$ cat src/design/lrut_pkg.sv
package lrut_pkg;

	localparam int unsigned CAPACITY_DEF   = 16;
	localparam int unsigned KEY_BITS_DEF   = 32;
	localparam int unsigned VALUE_BITS_DEF = 32;
	localparam int unsigned CFG_BITS       = 5;
	localparam int unsigned TTL_BITS       = 31;
	localparam int unsigned TIME_BITS      = 32;
	localparam int unsigned EXP_BITS       = TIME_BITS + 1;
	localparam logic [CFG_BITS-1:0] LIMIT_RST = CFG_BITS'(16);

	localparam logic STATUS_OK   = 1'b0;
	localparam logic STATUS_MISS = 1'b1;

	typedef enum logic [1:0] {
		OP_SET = 2'd0,
		OP_GET = 2'd1,
		OP_DEL = 2'd2,
		OP_CLR = 2'd3
	} lrut_op_t;

	typedef enum logic {
		ST_IDLE,
		ST_EXEC
	} lrut_state_t;

endpackage

$ cat src/design/lrut_slot_mem.sv
module lrut_slot_mem
	import lrut_pkg::*;
#(
	parameter int unsigned CAPACITY   = CAPACITY_DEF,
	parameter int unsigned VALUE_BITS = VALUE_BITS_DEF,
	localparam int unsigned IDX_W     = (CAPACITY > 1) ? $clog2(CAPACITY) : 1
) (
	input  logic                  clk,
	input  logic                  rd_en,
	input  logic [IDX_W-1:0]      rd_addr,
	output logic [VALUE_BITS-1:0] rd_value,
	output logic [EXP_BITS-1:0]   rd_expiry,
	input  logic                  wr_en,
	input  logic [IDX_W-1:0]      wr_addr,
	input  logic [VALUE_BITS-1:0] wr_value,
	input  logic [EXP_BITS-1:0]   wr_expiry
);

	// Value and expiry live side by side in one word per slot.
	logic [VALUE_BITS+EXP_BITS-1:0] mem [CAPACITY];
	logic [VALUE_BITS+EXP_BITS-1:0] rd_q;

	always_ff @(posedge clk) begin
		if (wr_en) begin
			mem[wr_addr] <= {wr_value, wr_expiry};
		end
	end

	always_ff @(posedge clk) begin
		if (rd_en) begin
			rd_q <= mem[rd_addr];
		end
	end

	assign rd_value  = rd_q[VALUE_BITS+EXP_BITS-1:EXP_BITS];
	assign rd_expiry = rd_q[EXP_BITS-1:0];

endmodule

$ cat src/design/lru_cache_with_ttl.sv
// Key-value cache with least-recently-used replacement and per-entry expiry.
// A request is taken when start is high and busy is low. On acceptance the key
// is compared against all stored keys at once and the slot memory (value and
// expiry) is read; then, in the execute state, the result is formed and the
// recency ranks, keys and memory are written back. Exactly one result follows
// each request, in the first cycle in which busy is low again, marked by done
// for a single cycle; it cannot be held off, and a new request may be started
// in that same cycle, but none is taken while busy. The entry
// limit register is written over the cfg port when not busy; 0 acts as 1
// and values above the capacity act as the capacity.
module lru_cache_with_ttl
	import lrut_pkg::*;
#(
	parameter int unsigned CAPACITY   = CAPACITY_DEF,
	parameter int unsigned KEY_BITS   = KEY_BITS_DEF,
	parameter int unsigned VALUE_BITS = VALUE_BITS_DEF,
	localparam int unsigned IDX_W     = (CAPACITY > 1) ? $clog2(CAPACITY) : 1,
	localparam int unsigned CNT_W     = $clog2(CAPACITY + 1)
) (
	input  logic                  clk,
	input  logic                  arst_n,
	input  logic                  start,
	output logic                  busy,
	input  logic [1:0]            req_type,
	input  logic [KEY_BITS-1:0]   key,
	input  logic [VALUE_BITS-1:0] write_value,
	input  logic [TTL_BITS-1:0]   ttl,
	input  logic [TIME_BITS-1:0]  now_time,
	output logic                  done,
	output logic                  status,
	output logic [VALUE_BITS-1:0] read_value,
	output logic [CNT_W-1:0]      entry_count,
	input  logic                  cfg_valid,
	output logic                  cfg_ready,
	input  logic [CFG_BITS-1:0]   cfg_data
);

	localparam int unsigned LIM_W = ((CNT_W > CFG_BITS) ? CNT_W : CFG_BITS) + 1;
	localparam logic [LIM_W-1:0] CAP_L = LIM_W'(CAPACITY);

	lrut_state_t state_q, state_d;

	logic [CAPACITY-1:0] valid_q, valid_d;
	logic [IDX_W-1:0]    rank_q [CAPACITY];
	logic [IDX_W-1:0]    rank_d [CAPACITY];
	logic [KEY_BITS-1:0] key_q  [CAPACITY];
	logic [CNT_W-1:0]    live_q, live_d;
	logic [CFG_BITS-1:0] max_q;

	// Request fields held for the execute cycle.
	lrut_op_t              op_s1;
	logic [KEY_BITS-1:0]   key_s1;
	logic [VALUE_BITS-1:0] val_s1;
	logic [TTL_BITS-1:0]   ttl_s1;
	logic [TIME_BITS-1:0]  now_s1;
	logic                  hit_s1;
	logic [IDX_W-1:0]      slot_s1;

	logic                  accept;
	logic                  lk_hit;
	logic [IDX_W-1:0]      lk_slot;

	logic [VALUE_BITS-1:0] mem_value;
	logic [EXP_BITS-1:0]   mem_expiry;
	logic                  wr_en;
	logic [IDX_W-1:0]      wr_addr;
	logic [EXP_BITS-1:0]   new_expiry;

	logic                  res_fire;
	logic                  res_status;
	logic [VALUE_BITS-1:0] res_value;

	logic [LIM_W-1:0]      limit;
	logic [CAPACITY-1:0]   victim_oh;
	logic [CAPACITY-1:0]   valid_ev;
	logic [IDX_W-1:0]      free_idx;
	logic [IDX_W-1:0]      r_sel;
	logic                  expired;

	logic                  done_q;
	logic                  status_q;
	logic [VALUE_BITS-1:0] value_q;

	assign busy      = (state_q == ST_EXEC);
	assign cfg_ready = !busy;
	assign accept    = start && !busy;

	// Parallel key compare; the lowest matching slot wins.
	always_comb begin
		lk_hit  = 1'b0;
		lk_slot = '0;
		for (int i = CAPACITY - 1; i >= 0; i--) begin
			if (valid_q[i] && key_q[i] == key) begin
				lk_hit  = 1'b1;
				lk_slot = IDX_W'(i);
			end
		end
	end

	always_ff @(posedge clk or negedge arst_n) begin
		if (!arst_n) begin
			state_q <= ST_IDLE;
		end else begin
			state_q <= state_d;
		end
	end

	always_comb begin
		state_d  = state_q;
		res_fire = 1'b0;
		case (state_q)
			ST_IDLE: begin
				if (accept) begin
					state_d = ST_EXEC;
				end
			end
			ST_EXEC: begin
				res_fire = 1'b1;
				state_d  = ST_IDLE;
			end
			default: begin
				state_d = ST_IDLE;
			end
		endcase
	end

	always_ff @(posedge clk) begin
		if (accept) begin
			op_s1   <= lrut_op_t'(req_type);
			key_s1  <= key;
			val_s1  <= write_value;
			ttl_s1  <= ttl;
			now_s1  <= now_time;
			hit_s1  <= lk_hit;
			slot_s1 <= lk_slot;
		end
	end

	lrut_slot_mem #(
		.CAPACITY   (CAPACITY),
		.VALUE_BITS (VALUE_BITS)
	) u_mem (
		.clk       (clk),
		.rd_en     (accept),
		.rd_addr   (lk_slot),
		.rd_value  (mem_value),
		.rd_expiry (mem_expiry),
		.wr_en     (wr_en),
		.wr_addr   (wr_addr),
		.wr_value  (val_s1),
		.wr_expiry (new_expiry)
	);

	always_comb begin
		if (max_q == '0) begin
			limit = LIM_W'(1);
		end else if (LIM_W'(max_q) > CAP_L) begin
			limit = CAP_L;
		end else begin
			limit = LIM_W'(max_q);
		end
	end

	assign new_expiry = (ttl_s1 == '0) ? '0 : (EXP_BITS'(now_s1) + EXP_BITS'(ttl_s1));
	assign expired    = (mem_expiry != '0) && (EXP_BITS'(now_s1) >= mem_expiry);
	assign r_sel      = rank_q[slot_s1];

	// The victim holds the oldest rank; with ranks dense that is live_count - 1.
	always_comb begin
		for (int i = 0; i < CAPACITY; i++) begin
			victim_oh[i] = valid_q[i] && (LIM_W'(live_q) >= limit)
				&& ((CNT_W'(rank_q[i]) + CNT_W'(1)) == live_q);
		end
		valid_ev = valid_q & ~victim_oh;
		free_idx = '0;
		for (int i = CAPACITY - 1; i >= 0; i--) begin
			if (!valid_ev[i]) begin
				free_idx = IDX_W'(i);
			end
		end
	end

	always_comb begin
		valid_d    = valid_q;
		rank_d     = rank_q;
		live_d     = live_q;
		wr_en      = 1'b0;
		wr_addr    = slot_s1;
		res_status = STATUS_OK;
		res_value  = '0;
		if (state_q == ST_EXEC) begin
			case (op_s1)
				OP_SET: begin
					wr_en = 1'b1;
					if (hit_s1) begin
						for (int i = 0; i < CAPACITY; i++) begin
							if (valid_q[i] && rank_q[i] < r_sel) begin
								rank_d[i] = rank_q[i] + IDX_W'(1);
							end
						end
						rank_d[slot_s1] = '0;
					end else begin
						wr_addr = free_idx;
						for (int i = 0; i < CAPACITY; i++) begin
							if (valid_ev[i]) begin
								rank_d[i] = rank_q[i] + IDX_W'(1);
							end else begin
								rank_d[i] = '0;
							end
						end
						rank_d[free_idx] = '0;
						valid_d = valid_ev;
						valid_d[free_idx] = 1'b1;
						live_d = (|victim_oh) ? live_q : live_q + CNT_W'(1);
					end
				end
				OP_GET, OP_DEL: begin
					if (!hit_s1) begin
						res_status = STATUS_MISS;
					end else if (op_s1 == OP_GET && !expired) begin
						res_value = mem_value;
						for (int i = 0; i < CAPACITY; i++) begin
							if (valid_q[i] && rank_q[i] < r_sel) begin
								rank_d[i] = rank_q[i] + IDX_W'(1);
							end
						end
						rank_d[slot_s1] = '0;
					end else begin
						if (op_s1 == OP_GET) begin
							res_status = STATUS_MISS;
						end
						for (int i = 0; i < CAPACITY; i++) begin
							if (valid_q[i] && rank_q[i] > r_sel) begin
								rank_d[i] = rank_q[i] - IDX_W'(1);
							end
						end
						rank_d[slot_s1]  = '0;
						valid_d[slot_s1] = 1'b0;
						live_d = live_q - CNT_W'(1);
					end
				end
				OP_CLR: begin
					valid_d = '0;
					for (int i = 0; i < CAPACITY; i++) begin
						rank_d[i] = '0;
					end
					live_d = '0;
				end
				default: begin
					valid_d = valid_q;
				end
			endcase
		end
	end

	always_ff @(posedge clk or negedge arst_n) begin
		if (!arst_n) begin
			valid_q <= '0;
			live_q  <= '0;
			max_q   <= LIMIT_RST;
			done_q  <= 1'b0;
			for (int i = 0; i < CAPACITY; i++) begin
				rank_q[i] <= '0;
			end
		end else begin
			valid_q <= valid_d;
			live_q  <= live_d;
			rank_q  <= rank_d;
			done_q  <= res_fire;
			if (cfg_valid && cfg_ready) begin
				max_q <= cfg_data;
			end
		end
	end

	always_ff @(posedge clk) begin
		if (wr_en && !hit_s1) begin
			key_q[free_idx] <= key_s1;
		end
		if (res_fire) begin
			status_q <= res_status;
			value_q  <= res_value;
		end
	end

	assign done        = done_q;
	assign status      = status_q;
	assign read_value  = value_q;
	assign entry_count = live_q;

	a_done_after_exec: assert property (@(posedge clk) disable iff (!arst_n)
		done |-> $past(state_q == ST_EXEC))
		else $error("result strobe without an execute cycle");

	a_count_matches_valid: assert property (@(posedge clk) disable iff (!arst_n)
		$countones(valid_q) == 32'(live_q))
		else $error("live count disagrees with valid slots");

	a_no_accept_in_exec: assert property (@(posedge clk) disable iff (!arst_n)
		state_q == ST_EXEC |=> state_q == ST_IDLE)
		else $error("execute cycle did not return to idle");

endmodule
$ cat config.mk
export PLATFORM = sky130hd
export DESIGN_NAME = lru_cache_with_ttl
export DESIGN_NICKNAME = d
export VERILOG_FILES = /design/src/design/lrut_pkg.sv /design/src/design/lrut_slot_mem.sv /design/src/design/lru_cache_with_ttl.sv
export SDC_FILE = /design/constraint.sdc
export NUM_CORES = 2
export LEC_CHECK = 0
export BUFFER_PORTS_ARGS = -buffer_cell sky130_fd_sc_hd__buf_4
export CAP_MARGIN = 20
export CORE_ASPECT_RATIO = 1.2
export CORE_MARGIN = 3
export CORE_UTILIZATION = 57
export DETAILED_ROUTE_END_ITERATION = 12
export GPL_ROUTABILITY_DRIVEN = 1
export PLACE_DENSITY = 0.78
export SLEW_MARGIN = 40
export SYNTH_ARGS = -nofsm -noshare
export SYNTH_HDL_FRONTEND = slang
export SYNTH_HIERARCHICAL = 1
export SYNTH_SLANG_ARGS = --single-unit
export TNS_END_PERCENT = 10
$ cat constraint.sdc
create_clock -name clk -period 13.7 [get_ports clk]
set_input_delay 4.11 -clock clk [delete_from_list [all_inputs] [get_ports clk]]
set_output_delay 4.11 -clock clk [all_outputs]
set_load 0.005 [all_outputs]
[Yosys cells after proc, flatten, opt, wreduce, memory -nomap -nowiden]
Memory sizes are Yosys's and may differ from the RTL's. A register that Yosys moved wholly into a read port is not among the register bits.
Cells that the tools add are included.
Storage, ports and cells
  latch bits: 0
  word-level logic and storage cells: 630
  RAM bits: 1552
  memories: 2
  register bits after elaboration: 259
  ROM bits: 0
  output and inout bits: 41
Memories
  u_mem.mem: depth 16, width 65, rd ports 1, clocked after Yosys merged registers in 1, write ports 1, line lrut_slot_mem.sv:20  | logic [VALUE_BITS+EXP_BITS-1:0] mem [CAPACITY];
  key_q: depth 16, width 32, rd ports 16, clocked after Yosys merged registers in 0, write ports 1, line lru_cache_with_ttl.sv:46  | logic [KEY_BITS-1:0] key_q [CAPACITY];
Cells by class
  add/sub/neg operators: 51
  reduce and logical (&&, ||, !) cells: 104
  $mul: 0
  $lt $le $gt $ge: 43
  bitwise gates (word level): 14
  shift-type cells: 0
  div/mod/pow operators: 0
  mux-type cells: 347
  equal/unequal tests: 39
Operators with widths (count)
  2-to-1 mux 4 bit: 311
  == test 32 bit: 16
  AND 64 bit: 4
  2-to-1 mux 64 bit: 3
  one-hot mux 64 bit (3 select lines): 1
  NOT 64 bit: 2
  logical AND 1 bit: 89
  adder 4 x 1 -> 5 bit, second input constant: 16
  == test 5 bit: 16
  adder 4 x 1 -> 4 bit, second input constant: 16
  greater-than comparator 4 bit: 16
  < comparator 4 bit: 16
  subtractor 4 x 1 -> 4 bit, second input constant: 16
  2-to-1 mux 16 bit: 3
  one-hot mux 16 bit (3 select lines): 1
  adder 32 x 31 -> 33 bit: 1
  >= comparator 32 x 33 -> 1 bit: 1
  2-to-1 mux 33 bit: 1
  nonzero test 33 bit: 1
  AND 16 bit: 2
  demux 4 bit (select 4 bit): 2
  NOT 16 bit: 2
  logical NOT 31 bit: 1
  2-to-1 mux 5 bit: 6
  28 further kinds: 55

[Depth between registers and ports, before layout]
  depth in word-level cells: 33
  depth in mapped cells: 20
  depth with buffers taken out: 16

[Modules after synthesis]
The synthesis kept the hierarchy.
By module, submodules not included
  lru_cache_with_ttl: sequential area each 22693.0 um2, cells an instance 3524, area an instance 41183.2 um2, instances 1
  lrut_slot_mem: sequential area each 33181.8 um2, cells an instance 1673, area an instance 40894.2 um2, instances 1

[Least setup slack after synthesis]
Ideal clock, no wire load.
  kind: input to register
  from: input port start
  to: register state_q, in the netlist busy
  setup slack: -0.047 ns
  required time: 12.669 ns
  path buffers: 0
  library setup time: 1.031 ns
  cell stages on the path: 1
  data arrival time: 12.716 ns
  path through: nor2b_1
Between the ends
  longest elaborated chain between the ends: 3
RTL lines
  start: declaration: line lru_cache_with_ttl.sv:22  | input logic start,
  logical AND 1 bit: line lru_cache_with_ttl.sv:86  | assign accept = start && !busy;
  2-to-1 mux 1 bit: line lru_cache_with_ttl.sv:113  | if (accept) begin
  one-hot mux 1 bit (2 select lines): line lru_cache_with_ttl.sv:111  | case (state_q)
  end signal: assignment: line lru_cache_with_ttl.sv:104  | state_q <= state_d;
  end: declaration: line lru_cache_with_ttl.sv:41  | lrut_state_t state_q, state_d;
No other way between the ends.
A chain may end at the register's enable or synchronous reset.

[Final worst setup path]
  from: input port key[4]
  to: register u_mem.rd_q[57], read port of u_mem.mem (data pin)
Between the ends
  longest elaborated chain between the ends: 18
  elaborated cells on any way between the ends: 48
  classes of those cells: 16 x eq/ne; 16 x mux; 16 x reduce/logical
RTL lines
  start: declaration: line lru_cache_with_ttl.sv:25  | input logic [KEY_BITS-1:0] key,
  == test 32 bit: line lru_cache_with_ttl.sv:93  | if (valid_q[i] && key_q[i] == key) begin
  logical AND 1 bit: line lru_cache_with_ttl.sv:93
  2-to-1 mux 4 bit (15 in series): line lru_cache_with_ttl.sv:93
  2-to-1 mux 4 bit *: line lru_cache_with_ttl.sv:93
  net lk_slot[0]: line lru_cache_with_ttl.sv:61  | logic [IDX_W-1:0] lk_slot;
  end: declaration: line lrut_slot_mem.sv:21  | logic [VALUE_BITS+EXP_BITS-1:0] rd_q;
The timed path passes the listed nets; every way through them passes the cells marked *.

==> impl_results.html <==
<table>
<tr><th>Metric</th><th>Value</th></tr>
<tr><th colspan="2">Run status</th></tr>
<tr><td>Status</td><td>completed</td></tr>
<tr><th colspan="2">Floorplanning</th></tr>
<tr><td>Total Die Area</td><td>between 0.1 and 0.15 mm2</td></tr>
<tr><td>Starting utilization of the core area</td><td>between 50% and 60%</td></tr>
<tr><td>Core outline area</td><td>approximately 0.14 mm2</td></tr>
<tr><td>Die Wd</td><td>about 350 um</td></tr>
<tr><td>Y dimension of the die</td><td>around 420 um</td></tr>
<tr><td>Std cell rows</td><td>about 150</td></tr>
<tr><td>Boundary Pins</td><td>around 180</td></tr>
<tr><th colspan="2">Critical path</th></tr>
<tr><td>CP Data Arrival Time</td><td>approximately 9.2 ns</td></tr>
<tr><td>Required time worst endpoint</td><td>between 10 and 15 ns</td></tr>
<tr><td>Critical path class</td><td>input port to flip-flop</td></tr>
<tr><td>Highest fanout seen on the critical path</td><td>30</td></tr>
<tr><td>Crit start category</td><td>input port</td></tr>
<tr><td>Critical Path End Type</td><td>flip-flop</td></tr>
<tr><th colspan="2">Clock network</th></tr>
<tr><td>Number of sinks handled by clock tree synthesis</td><td>roughly 1900</td></tr>
<tr><td>CTS clock-pin slew for the worst setup and hold paths</td><td>around 0.06 ns</td></tr>
<tr><td>Clock latency on the worst-skew pair</td><td>roughly 0.84 ns</td></tr>
<tr><td>Post-CTS setup buffers</td><td>0</td></tr>
<tr><td>Deepest level of the CTS H-tree</td><td>4</td></tr>
<tr><td>Maximum clock insertion buffer count</td><td>3</td></tr>
<tr><td>Number of buffers inserted during clock tree synthesis</td><td>roughly 170</td></tr>
<tr><td>TritonCTS clock tree</td><td>built</td></tr>
<tr><td>Clk root buf</td><td>sky130_fd_sc_hd__clkbuf_16</td></tr>
<tr><td>Hold bufs inserted after CTS</td><td>0</td></tr>
<tr><td>PostCTS Resize Cnt</td><td>0</td></tr>
<tr><th colspan="2">Logic synthesis</th></tr>
<tr><td>Total standard cell area after synthesis</td><td>a little over 0.08 mm2</td></tr>
<tr><td>Number of synthesized flops with an enable pin</td><td>between 1500 and 2000</td></tr>
<tr><td>Share of synthesized flip-flops with an asynchronous set or reset</td><td>4.90%</td></tr>
<tr><td>Ranking of synthesized cells by instance count</td><td>sky130_fd_sc_hd__edfxtp_1, sky130_fd_sc_hd__xnor2_1, sky130_fd_sc_hd__nand2_1, sky130_fd_sc_hd__mux4_2, sky130_fd_sc_hd__xor2_1</td></tr>
<tr><td>Synth Flop Type</td><td>sky130_fd_sc_hd__edfxtp_1</td></tr>
<tr><td>Cell type with the largest total area after synthesis</td><td>sky130_fd_sc_hd__edfxtp_1</td></tr>
<tr><td>Warnings from Yosys</td><td>6</td></tr>
<tr><td>Most used standard cell by instance count after synthesis</td><td>sky130_fd_sc_hd__edfxtp_1</td></tr>
<tr><td>Share of synthesized area occupied by flip-flops and latches</td><td>68.1%</td></tr>
<tr><td>Count of unique library cells instantiated by Yosys</td><td>91</td></tr>
<tr><td>Synth top area share</td><td>65.3%</td></tr>
<tr><td>Syn avg cell area</td><td>approximately 16 um2</td></tr>
<tr><td>Cell count after synthesis</td><td>just over 5000</td></tr>
<tr><td>Net Count, Synth</td><td>roughly 5500</td></tr>
<tr><td>Leading post-synthesis cells by cell area</td><td>sky130_fd_sc_hd__edfxtp_1, sky130_fd_sc_hd__mux4_2, sky130_fd_sc_hd__xnor2_1</td></tr>
<tr><td>Flip-flop and latch count after synthesis</td><td>about 1900</td></tr>
<tr><th colspan="2">STA</th></tr>
<tr><td>Fraction of the cycle the final worst path needs</td><td>63.3%</td></tr>
<tr><td>Max Slew Vio Count</td><td>0</td></tr>
<tr><td>Unrepaired setup endpoints after global routing</td><td>false</td></tr>
<tr><td>Clock Skew</td><td>between 0.03 and 0.04 ns</td></tr>
<tr><td>Final Hold Vio Count</td><td>0</td></tr>
<tr><td>Headroom to the max-slew limit</td><td>38.7%</td></tr>
<tr><td>Achievable clock frequency</td><td>115 MHz</td></tr>
<tr><td>Worst hold slack after final layout</td><td>between 0.5 and 0.6 ns</td></tr>
<tr><td>Measured slew at the worst slew-check pin</td><td>roughly 0.9 ns</td></tr>
<tr><td>Total negative slack for setup checks</td><td>0 ns</td></tr>
<tr><td>Final period demand of the worst path</td><td>8.67 ns</td></tr>
<tr><td>Final setup violation count</td><td>0</td></tr>
<tr><th colspan="2">Drt</th></tr>
<tr><td>Final antenna-violating net count</td><td>0</td></tr>
<tr><td>Detailed-route via count</td><td>49700</td></tr>
<tr><td>Wirelength per Cell</td><td>approximately 31 um</td></tr>
<tr><td>Post-detailed-route DRC marker count</td><td>0</td></tr>
<tr><td>Initial detailed-routing violation count</td><td>a little under 7000</td></tr>
<tr><td>Ratio of routed vias to standard cells</td><td>about 6.7</td></tr>
<tr><td>Aggregate routed wire length</td><td>231 mm</td></tr>
<tr><td>Drt pass-1 iters</td><td>5</td></tr>
<tr><th colspan="2">Flow run</th></tr>
<tr><td>Number of violations of the max-capacitance limit</td><td>0</td></tr>
<tr><th colspan="2">Min path</th></tr>
<tr><td>Class of the tightest hold or removal check</td><td>flip-flop to flip-flop</td></tr>
<tr><th colspan="2">Final layout</th></tr>
<tr><td>Share of cells above drive strength 1</td><td>~17%</td></tr>
<tr><td>Final Net Count</td><td>~5700</td></tr>
<tr><td>Filler Cells Inserted</td><td>approximately 9500</td></tr>
<tr><td>Final cell count without fillers</td><td>~7500</td></tr>
<tr><td>Relative area change from synthesis to final layout</td><td>12.4%</td></tr>
<tr><td>Total area of sequential cells</td><td>0.0559 mm2</td></tr>
<tr><td>Area occupied by multi-input gates</td><td>around 0.025 mm2</td></tr>
<tr><td>Ant diodes</td><td>0</td></tr>
<tr><th colspan="2">Global routing</th></tr>
<tr><td>Congestion Overflow GR</td><td>0</td></tr>
<tr><td>Via count of the first global-routing pass</td><td>between 40000 and 50000</td></tr>
<tr><td>Wire length of the first global-routing pass</td><td>about 340 mm</td></tr>
<tr><td>Number of antenna violations at the first check in global routing</td><td>4</td></tr>
<tr><td>Maximum number of pins on one net before global-route repair</td><td>roughly 140</td></tr>
<tr><td>Global Route Usage Sum</td><td>roughly 31%</td></tr>
<tr><th colspan="2">Pwr</th></tr>
<tr><td>Leakage component of the power</td><td>about 30 nW</td></tr>
<tr><td>Max rail drop VDD</td><td>~0.14 mV</td></tr>
<tr><td>Pwr per Cell Area</td><td>135 mW/mm2</td></tr>
<tr><th colspan="2">Placement</th></tr>
<tr><td>HPWL after DPL</td><td>approximately 130 mm</td></tr>
<tr><td>Dpl cells</td><td>roughly 7100</td></tr>
<tr><td>GP Congestion</td><td>roughly 0.96</td></tr>
<tr><td>Number of buffers inserted by port buffering</td><td>around 180</td></tr>
</table>
## worst max-delay path, stage by stage
cell,delay (ns)
sky130_fd_sc_hd__buf_4,0.37
sky130_fd_sc_hd__xnor2_1,0.18
sky130_fd_sc_hd__nand4_1,0.11
sky130_fd_sc_hd__nor4_1,0.77
sky130_fd_sc_hd__nand4_1,0.14
sky130_fd_sc_hd__or4_1,0.60
sky130_fd_sc_hd__a21boi_0,0.17
sky130_fd_sc_hd__o21ai_0,0.19
sky130_fd_sc_hd__nand2_1,0.12
sky130_fd_sc_hd__a21oi_4,0.24
sky130_fd_sc_hd__buf_4,0.51
sky130_fd_sc_hd__buf_6,0.40
sky130_fd_sc_hd__buf_16,0.28
sky130_fd_sc_hd__mux4_2,0.54
sky130_fd_sc_hd__a22oi_1,0.26
sky130_fd_sc_hd__nand2_1,0.11
## worst paths after layout
path / from / to / slack [ns] / cells past startpoint
min in group asynchronous: arst_n / rank_q[15]$_DFFE_PN0P_ / 3.36 / 1
max in group asynchronous: arst_n / busy$_DFF_PN0_ / 9.18 / 2
worst max register to register: entry_count[1]$_DFFE_PN0P_ / u_mem/mem[14][54]$_DFFE_PP_ / 7.35 / 14
worst min register to register: u_mem/rd_q[62]$_DFFE_PP_ / read_value[29]$_SDFFCE_PN0P_ / 0.52 / 1
worst max-delay path: key[4] / u_mem/rd_q[57]$_DFFE_PP_ / 5.03 / 16
worst min-delay path: u_mem/rd_q[62]$_DFFE_PP_ / read_value[29]$_SDFFCE_PN0P_ / 0.52 / 1
## metrics by stage
stage | cell area, um2 | util [%] | total power, mW | setup WS (ns)
after floorplan | 82100 | - | 7.27 | 3.91
after global placement | 85600 | 60.2 | 7.62 | 4.16
after detailed placement | 86300 | 60.7 | 7.66 | 4.28
after CTS | 92000 | 64.8 | 12.5 | 4.99
after global routing | 92300 | 64.9 | 12.8 | 4.64
final | 92300 | 64.9 | 12.5 | 5.03
## per-layer routing
layer  up-vias  track usage (%)  part of all wire [%]
li1      20600                -                     -
met1     24900             40.2                    35
met2      3495             50.0                    48
met3       709             6.74                    11
met4         4             14.7                   5.4
met5         -                0                 0.011
## layout make-up
type	instances	area share [%]
Clock inverter	117	1.39
Sequential cell	1876	60.6
Tap cell	1912	2.59
Inverter	101	0.411
Clock buffer	202	4.83
Multi-Input combinational cell	2964	27.2
Timing Repair Buffer	302	3.03
## flip-flops by register name, indices dropped and copies added (netlist names)
signal       flops
val_s1          32
max_q            5
rank_q          64
key_s1          32
hit_s1           1
done             1
key_q          512
entry_count      5
read_value      32
status           1
now_s1          32
u_mem/rd_q      65
u_mem/mem     1040
ttl_s1          31
valid_q         16
op_s1            2
slot_s1          4
busy             1
## layout by cell type, fill, tap and decap left out, types with 72 or more instances in the layout
master                      instances
sky130_fd_sc_hd__edfxtp_1        1784
sky130_fd_sc_hd__xnor2_1          384
sky130_fd_sc_hd__nand2_1          356
sky130_fd_sc_hd__mux4_2           280
sky130_fd_sc_hd__xor2_1           246
sky130_fd_sc_hd__buf_4            245
sky130_fd_sc_hd__o21ai_0          228
sky130_fd_sc_hd__clkbuf_16        174
sky130_fd_sc_hd__ha_1             170
sky130_fd_sc_hd__a21oi_1          148
sky130_fd_sc_hd__a22oi_1          147
sky130_fd_sc_hd__nor2_1           125
sky130_fd_sc_hd__nand4_1          125
sky130_fd_sc_hd__inv_1            100
sky130_fd_sc_hd__nand3_1           91
sky130_fd_sc_hd__dfrtp_1           90
sky130_fd_sc_hd__nor4_1            72
## where the power goes
| group | total [mW] | internal, mW | switching (mW) |
|---|---|---|---|
| clock network | 4.92 | 2.74 | 2.19 |
| logic | 1.02 | 0.337 | 0.684 |
| registers | 6.55 | 6.43 | 0.124 |
| total | 12.5 | 9.50 | 2.99 |
## cells by family (layout without fill, tap and decap cells)
family	after synthesis	in the layout	share of synthesized area (%)
compound gates	763	763	5.95
mux	298	298	7.92
flops	1876	1876	68.1
fa+ha+maj	172	172	2.64
buf+inv	357	722	1.98
simple gates	1100	1100	6.69
xor+xnor	631	631	6.74
Note: power is estimated with default switching activity, not from simulation.
